==> src/design/tdpbs_pkg.sv <==
// Package: shared types, constants and helpers for the tail-drop packet buffer scheduler.
`timescale 1ns / 1ps

package tdpbs_pkg;

   // Ring geometry
   localparam int BUFFER_DEPTH = 64;
   localparam int IDX_W        = (BUFFER_DEPTH > 1) ? $clog2(BUFFER_DEPTH) : 1;
   localparam int OCC_W        = $clog2(BUFFER_DEPTH + 1);
   localparam int BSIZE_W      = 7;
   localparam int CAP_W        = (OCC_W > BSIZE_W) ? OCC_W : BSIZE_W;

   // Field widths
   localparam int TIME_W = 32;
   localparam int PROC_W = 16;

   typedef struct packed {
      logic [TIME_W-1:0] arr_time;
      logic [PROC_W-1:0] proc_time;
      logic              last_packet;
   } req_payload_type;

   typedef struct packed {
      logic              dropped;
      logic [TIME_W-1:0] start_time;
      logic [TIME_W-1:0] busy_until;
      logic              last_packet_out;
   } rsp_payload_type;

   typedef enum logic {
      ST_IDLE,
      ST_RETIRE
   } state_type;

   // Ring position after p, wrapping at the depth
   function automatic logic [IDX_W-1:0] next_pos(input logic [IDX_W-1:0] p);
      logic [IDX_W-1:0] r;
      if (p == IDX_W'(BUFFER_DEPTH - 1)) begin
         r = '0;
      end else begin
         r = p + 1'b1;
      end
      return r;
   endfunction

endpackage

==> src/design/tail_drop_packet_buffer_scheduler_top.sv <==
// An accepted item is registered; entries finished by its arrival retire one per cycle;
// its result is registered once the output register is free; a new item is taken only when idle.
// The input is taken while an earlier result still waits in the output register.
// Reset (synchronous, active high) empties the ring, zeroes last finish and sets capacity to 1.
// The finish ring has no reset; only entries written in the current batch are ever read.
// A packet marked last empties the ring again once its result is produced.
`timescale 1ns / 1ps

module tail_drop_packet_buffer_scheduler_top (
   input  logic                      clock,
   input  logic                      reset,
   // input items
   input  logic                      req_valid,
   output logic                      req_stall,
   input  tdpbs_pkg::req_payload_type req_data,
   // result items
   output logic                      rsp_valid,
   input  logic                      rsp_stall,
   output tdpbs_pkg::rsp_payload_type rsp_data,
   // capacity register
   input  logic                      csr_valid,
   output logic                      csr_ready,
   input  logic [tdpbs_pkg::BSIZE_W-1:0] csr_data
);

   import tdpbs_pkg::*;

   // Control and state registers
   state_type          state_ff, state_in;
   logic [IDX_W-1:0]   head_ff, head_in;
   logic [IDX_W-1:0]   tail_ff, tail_in;
   logic [OCC_W-1:0]   occ_ff, occ_in;
   logic [TIME_W-1:0]  last_finish_ff, last_finish_in;
   logic [BSIZE_W-1:0] buffer_size_ff;
   logic               rsp_valid_ff, rsp_valid_in;

   // Payload registers
   req_payload_type    item_ff, item_in;
   rsp_payload_type    rsp_data_ff, rsp_data_in;

   // Finish ring
   logic [TIME_W-1:0]  ring_mem [BUFFER_DEPTH];
   logic [TIME_W-1:0]  rd_data_ff;
   logic               ring_we;
   logic [TIME_W-1:0]  ring_wdata;

   // Scratch
   logic [CAP_W-1:0]   cap;
   logic [CAP_W-1:0]   bsize_ext;
   logic               full;
   logic               out_free;
   logic [TIME_W-1:0]  start_val;
   logic [TIME_W:0]    fin_sum;
   logic [TIME_W-1:0]  fin_val;

   assign csr_ready = 1'b1;
   assign req_stall = (state_ff != ST_IDLE);
   assign rsp_valid = rsp_valid_ff;
   assign rsp_data  = rsp_data_ff;

   // Effective capacity: zero acts as one, clipped to the ring depth
   always_comb begin
      bsize_ext = CAP_W'(buffer_size_ff);
      if (bsize_ext == '0) begin
         cap = CAP_W'(1);
      end else if (bsize_ext > CAP_W'(BUFFER_DEPTH)) begin
         cap = CAP_W'(BUFFER_DEPTH);
      end else begin
         cap = bsize_ext;
      end
      full = (CAP_W'(occ_ff) >= cap);
   end

   // Start time and saturating finish time of the held item
   always_comb begin
      start_val = (item_ff.arr_time > last_finish_ff) ? item_ff.arr_time
                                                      : last_finish_ff;
      fin_sum   = {1'b0, start_val} + (TIME_W + 1)'(item_ff.proc_time);
      fin_val   = fin_sum[TIME_W] ? '1 : fin_sum[TIME_W-1:0];
   end

   assign out_free = !rsp_valid_ff || !rsp_stall;

   // Next state and datapath control
   always_comb begin
      state_in       = state_ff;
      head_in        = head_ff;
      tail_in        = tail_ff;
      occ_in         = occ_ff;
      last_finish_in = last_finish_ff;
      item_in        = item_ff;
      rsp_valid_in   = rsp_valid_ff && rsp_stall;
      rsp_data_in    = rsp_data_ff;
      ring_we        = 1'b0;
      ring_wdata     = fin_val;

      unique case (state_ff)
         ST_IDLE: begin
            if (req_valid) begin
               item_in  = req_data;
               state_in = ST_RETIRE;
            end
         end
         ST_RETIRE: begin
            if ((occ_ff != '0) && (rd_data_ff <= item_ff.arr_time)) begin
               // retire the head entry, one per cycle
               head_in = next_pos(head_ff);
               occ_in  = occ_ff - 1'b1;
            end else if (out_free) begin
               rsp_valid_in                = 1'b1;
               rsp_data_in.last_packet_out = item_ff.last_packet;
               if (full) begin
                  rsp_data_in.dropped    = 1'b1;
                  rsp_data_in.start_time = '0;
                  rsp_data_in.busy_until = last_finish_ff;
               end else begin
                  rsp_data_in.dropped    = 1'b0;
                  rsp_data_in.start_time = start_val;
                  rsp_data_in.busy_until = fin_val;
                  ring_we                = 1'b1;
                  tail_in                = next_pos(tail_ff);
                  occ_in                 = occ_ff + 1'b1;
                  last_finish_in         = fin_val;
               end
               // end of batch: start empty at time zero
               if (item_ff.last_packet) begin
                  head_in        = '0;
                  tail_in        = '0;
                  occ_in         = '0;
                  last_finish_in = '0;
               end
               state_in = ST_IDLE;
            end
         end
         default: begin
            state_in = ST_IDLE;
         end
      endcase
   end

   // Control registers
   always_ff @(posedge clock) begin
      if (reset) begin
         state_ff       <= ST_IDLE;
         head_ff        <= '0;
         tail_ff        <= '0;
         occ_ff         <= '0;
         last_finish_ff <= '0;
         rsp_valid_ff   <= 1'b0;
         buffer_size_ff <= BSIZE_W'(1);
      end else begin
         state_ff       <= state_in;
         head_ff        <= head_in;
         tail_ff        <= tail_in;
         occ_ff         <= occ_in;
         last_finish_ff <= last_finish_in;
         rsp_valid_ff   <= rsp_valid_in;
         if (csr_valid && csr_ready) begin
            buffer_size_ff <= csr_data;
         end
      end
   end

   // Payload registers
   always_ff @(posedge clock) begin
      item_ff     <= item_in;
      rsp_data_ff <= rsp_data_in;
   end

   // Finish ring: one write at the tail, registered read following the head
   always_ff @(posedge clock) begin
      if (ring_we) begin
         ring_mem[tail_ff] <= ring_wdata;
      end
      rd_data_ff <= ring_mem[head_in];
   end

endmodule
==> config.mk <==
export PLATFORM = sky130hd
export DESIGN_NAME = tail_drop_packet_buffer_scheduler_top
export DESIGN_NICKNAME = d
export VERILOG_FILES = /design/src/design/tdpbs_pkg.sv /design/src/design/tail_drop_packet_buffer_scheduler_top.sv
export SDC_FILE = /design/constraint.sdc
export NUM_CORES = 2
export LEC_CHECK = 0
export BUFFER_PORTS_ARGS = -buffer_cell sky130_fd_sc_hd__buf_4
export CAP_MARGIN = 20
export CORE_UTILIZATION = 40
export CTS_CLUSTER_SIZE = 14
export DETAILED_ROUTE_END_ITERATION = 8
export PLACE_DENSITY = 0.6
export SLEW_MARGIN = 20
export SYNTH_ARGS = -nofsm -noshare
export SYNTH_HDL_FRONTEND = slang
export SYNTH_SLANG_ARGS = --single-unit
==> constraint.sdc <==
create_clock -name clock -period 16.1 [get_ports clock]
set_input_delay 1.61 -clock clock [delete_from_list [all_inputs] [get_ports clock]]
set_output_delay 1.61 -clock clock [all_outputs]
set_load 0.005 [all_outputs]
==> impl_metrics.prom <==
# TYPE chip_impl_metric gauge
chip_impl_info{name="run_status",value="completed"} 1
chip_impl_metric{name="dpl.cell_count",unit=""} 9193
chip_impl_metric{name="antenna_violating_nets_post_route",unit=""} 0
chip_impl_metric{name="netlist_instances",unit=""} 6261
chip_impl_metric{name="static-leakage-power",unit="nW"} 33.67
chip_impl_metric{name="route.vias.total",unit=""} 59450
chip_impl_metric{name="cts.reportedPaths.clkPinSlew",unit="ns"} 0.06
chip_impl_metric{name="post-route-period-util",unit="%"} 52.72
chip_impl_metric{name="final_cell_count_no_fill",unit=""} 9630
chip_impl_metric{name="clock_insertion_delay_worst_skew",unit="ns"} 0.91
chip_impl_metric{name="timing.final.setup_violations",unit=""} 0
chip_impl_info{name="timing.critical_path.from_type",value="register"} 1
chip_impl_metric{name="buffer_ports.inserted",unit=""} 128
chip_impl_metric{name="cp_data_required_time",unit="ns"} 16.39
chip_impl_metric{name="finalCoreUtilization",unit="%"} 45.83
chip_impl_metric{name="drt_pre_antenna_iters",unit=""} 8
chip_impl_metric{name="route.detailed.wl_per_inst",unit="um"} 32.87
chip_impl_info{name="tritoncts",value="done"} 1
chip_impl_metric{name="fin_crit",unit="ns"} 8.487
chip_impl_info{name="library_cell_with_the_highest_instance_count_after_synthesis",value="sky130_fd_sc_hd__edfxtp_1"} 1
chip_impl_metric{name="final-hold-violation-count",unit=""} 0
chip_impl_metric{name="combined_area_of_all_synthesized_cells",unit="um^2"} 91260
chip_impl_metric{name="post_cts.repair.setup_buffers",unit=""} 0
chip_impl_metric{name="synthDistinctLibCells",unit=""} 93
chip_impl_info{name="cp_cell_sequence",value="inv_1 -> ha_1 -> a21o_1 -> a21o_1 -> a21o_1 -> a221o_1 -> nand2_1 -> a31oi_1 -> o21ai_4 -> o21ai_0 -> ha_1 -> and3_1 -> a221o_1 -> a21o_1 -> a21oi_1 -> a21boi_0 -> o21ai_1 -> nand2_1 -> and3_1 -> buf_4 -> a21oi_1 -> clkinv_2"} 1
chip_impl_metric{name="synthesis_stage_register_bit_count",unit=""} 2255
chip_impl_metric{name="critical_path_peak_fanout",unit=""} 64
chip_impl_metric{name="setup_ws",unit="ns"} 7.613
chip_impl_info{name="timing_worst_setup_path_type",value="reg2reg"} 1
chip_impl_metric{name="gr-usage-all-layers",unit="%"} 26.96
chip_impl_metric{name="ys_warn_count",unit=""} 0
chip_impl_metric{name="tritoncts_buffer_count",unit=""} 220
chip_impl_metric{name="drc",unit=""} 0
chip_impl_metric{name="initial_antenna_violation_count",unit=""} 24
chip_impl_metric{name="hpwl_after_dpl",unit="um"} 177000
chip_impl_metric{name="grt_first_pass_wirelength",unit="um"} 436200
chip_impl_metric{name="num-nets-final",unit=""} 6578
chip_impl_metric{name="start_util",unit="%"} 40.42
chip_impl_metric{name="h-tree-depth",unit=""} 4
chip_impl_metric{name="grt_start_max_net_pins",unit=""} 134
chip_impl_info{name="top_post_synthesis_cells_by_area",value="sky130_fd_sc_hd__edfxtp_1, sky130_fd_sc_hd__nand2_1, sky130_fd_sc_hd__mux2i_1"} 1
chip_impl_metric{name="timing.final.max_slew_violations",unit=""} 0
chip_impl_metric{name="core-area",unit="um^2"} 225800
chip_impl_metric{name="synth-seq-area-share",unit="%"} 73.19
chip_impl_metric{name="drt-total-wl",unit="um"} 316500
chip_impl_info{name="cpLargestDelayFamily",value="compound AO/OA/AOI/OAI gates"} 1
chip_impl_metric{name="die_area",unit="um^2"} 230100
chip_impl_info{name="crit_path_frequent_cell",value="sky130_fd_sc_hd__a21o_1"} 1
chip_impl_info{name="synth.largest_area_cell",value="sky130_fd_sc_hd__edfxtp_1"} 1
chip_impl_metric{name="cts_resized",unit=""} 0
chip_impl_metric{name="area.growth.synth_to_final",unit="%"} 13.38
chip_impl_metric{name="edff_count_synth",unit=""} 2163
chip_impl_metric{name="clk_path_buf_depth",unit=""} 3
chip_impl_metric{name="irDropWorstVdd",unit="V"} 0.0002056
chip_impl_metric{name="filler_cell_count",unit=""} 19510
chip_impl_metric{name="cts_hold_buffers",unit=""} 0
chip_impl_metric{name="critical_path.n_buffers_inverters",unit=""} 3
chip_impl_metric{name="power-per-cell-area",unit="nW/um^2"} 194.9
chip_impl_metric{name="timing_worst_slew_pin_value",unit="ns"} 1.270
chip_impl_metric{name="preCtsSetupSlack",unit="ns"} 8.096
chip_impl_metric{name="max_capacitance_violation_count",unit=""} 0
chip_impl_info{name="rsz0062_at_grt",value="false"} 1
chip_impl_metric{name="synthArstFlopShare",unit="%"} 0
chip_impl_metric{name="critical_path_arrival",unit="ns"} 8.78
chip_impl_metric{name="syn-mean-instance-area",unit="um^2"} 14.58
chip_impl_metric{name="totalPowerFinal",unit="mW"} 20.17
chip_impl_metric{name="floorplan.die.height",unit="um"} 479.7
chip_impl_metric{name="std_cell_rows",unit=""} 174
chip_impl_metric{name="achievable-frequency",unit="GHz"} 0.1178
chip_impl_info{name="worstHoldPathType",value="reg2reg"} 1
chip_impl_metric{name="final.setup_skew",unit="ns"} 0.05560
chip_impl_metric{name="num_io_pins",unit=""} 130
chip_impl_metric{name="max_stage_delay",unit="ns"} 0.95
chip_impl_metric{name="timing.slew.headroom",unit="%"} 14.24
chip_impl_info{name="cts_root_buf",value="sky130_fd_sc_hd__clkbuf_16"} 1
chip_impl_metric{name="die_w",unit="um"} 479.7
chip_impl_metric{name="seqCellArea",unit="um^2"} 66790
chip_impl_info{name="post_synth_top_flop",value="sky130_fd_sc_hd__edfxtp_1"} 1
chip_impl_info{name="cp_slowest_cell",value="sky130_fd_sc_hd__clkinv_2"} 1
chip_impl_metric{name="totalNegativeSetupSlack",unit="ns"} 0
chip_impl_metric{name="synthDominantCellAreaShare",unit="%"} 71.17
chip_impl_metric{name="drive_gt1_share",unit="%"} 14.14
chip_impl_info{name="cp-end-kind",value="register"} 1
chip_impl_metric{name="place_congestion",unit=""} 0.9110
chip_impl_metric{name="gr-total-overflow",unit=""} 0
chip_impl_metric{name="clock_sinks",unit=""} 2255
chip_impl_info{name="top_cells_by_instance_count_after_synthesis",value="sky130_fd_sc_hd__edfxtp_1, sky130_fd_sc_hd__nand2_1, sky130_fd_sc_hd__nand3_1"} 1
chip_impl_metric{name="area_of_the_multi_input_gates",unit="um^2"} 22930
chip_impl_metric{name="avgViaCountPerCell",unit=""} 6.174
chip_impl_metric{name="number_of_global_route_vias_before_repair",unit=""} 55280
chip_impl_metric{name="drt_iter0_drc",unit=""} 8865
chip_impl_metric{name="syn-num-nets",unit=""} 6415
## cell usage in the layout, fill, tap and decap left out, types with 82 or more instances in the layout
cell                           n
sky130_fd_sc_hd__a211oi_1    127
sky130_fd_sc_hd__a21oi_1     168
sky130_fd_sc_hd__a31oi_1     149
sky130_fd_sc_hd__a32oi_1      82
sky130_fd_sc_hd__and3_1      158
sky130_fd_sc_hd__buf_4       334
sky130_fd_sc_hd__clkbuf_16   223
sky130_fd_sc_hd__dfxtp_1      92
sky130_fd_sc_hd__edfxtp_1   2163
sky130_fd_sc_hd__ha_1         92
sky130_fd_sc_hd__mux2_2       94
sky130_fd_sc_hd__mux2i_1     232
sky130_fd_sc_hd__nand2_1    1066
sky130_fd_sc_hd__nand3_1     247
sky130_fd_sc_hd__nor2_1       97
sky130_fd_sc_hd__o21ai_0     148
## stage by stage
| stage | hold slack (ns) | instance area, um^2 |
|---|---|---|
| finish | 0.5023 | 103500 |
| global route | 0.5254 | 103400 |
| CTS | 0.4987 | 103400 |
| detailed placement | 0.4900 | 96470 |
| global placement | 0.4857 | 96350 |
| floorplan | 0.4244 | 91260 |
## flip-flops by register name, summed over array words and instances, names as in the netlist, 6 cells and up
register        flops
item_ff            49
ring_mem         2048
last_finish_ff     32
occ_ff              7
rd_data_ff         32
rsp_data           66
tail_ff             6
bsize_ext           7
head_ff             6
## worst reg2reg max path: cells and delay by family (launching register included)
kind	cells	cell delay [ns]
simple gates	4	0.95
fa+ha+maj	2	0.71
buf+inv	3	1.31
compound gates	13	4.42
flops	1	0.41
## cells by family (layout without fill, tap and decap cells)
logic type / Yosys count / after routing / share of synthesized area, %
DFF: 2255 / 2255 / 73.19
and+or+nand+nor: 1862 / 1862 / 9.083
AOI/OAI and AO/OA: 1152 / 1152 / 8.994
buffers and inverters: 505 / 851 / 2.614
muxes: 361 / 361 / 4.527
adders and majority gates: 93 / 93 / 1.283
xor gates and xnor gates: 32 / 32 / 0.3071
other: 1 / 32 / 0.004109
## where the power goes
group          total [mW]  internal [mW]  leakage [nW]  switching [mW]
clock network        5.00           2.78          3.35            2.22
registers            7.57           7.42          20.4           0.146
logic                7.61           2.04          9.95            5.56
total                20.2           12.2          33.7            7.93
## metal layers
| metal | GRT usage [%] | wire [um] | vias to the layer above |
|---|---|---|---|
| met4 | 13.80 | 17810 | 4 |
| met5 | 0 | 225 | - |
| met3 | 6.304 | 36190 | 661 |
| met1 | 35.81 | 120500 | 30370 |
| li1 | - | - | 24600 |
| met2 | 41.33 | 141800 | 3819 |
## final cells by class
class | instances | share of cell area (%)
Antenna cell | 31 | 0.07497
Clock buffer | 296 | 5.755
Clock inverter | 109 | 0.9009
Inverter | 104 | 0.3918
Multi-Input combinational cell | 3501 | 22.16
Sequential cell | 2255 | 64.55
Tap cell | 2992 | 3.618
Timing Repair Buffer | 342 | 2.549
## path summary, 6_finish.rpt
check	from	endpoint	slack, ns	cells after the start
max reg2reg	last_finish_ff[17]$_SDFFE_PP0P_	ring_mem[10][0]$_DFFE_PP_	7.61	22
min	last_finish_ff[4]$_SDFFE_PP0P_	last_finish_ff[4]$_SDFFE_PP0P_	0.50	2
min reg2reg	last_finish_ff[4]$_SDFFE_PP0P_	last_finish_ff[4]$_SDFFE_PP0P_	0.50	2
max	last_finish_ff[17]$_SDFFE_PP0P_	ring_mem[10][0]$_DFFE_PP_	7.61	22
Power figures use the tool's default switching activity.
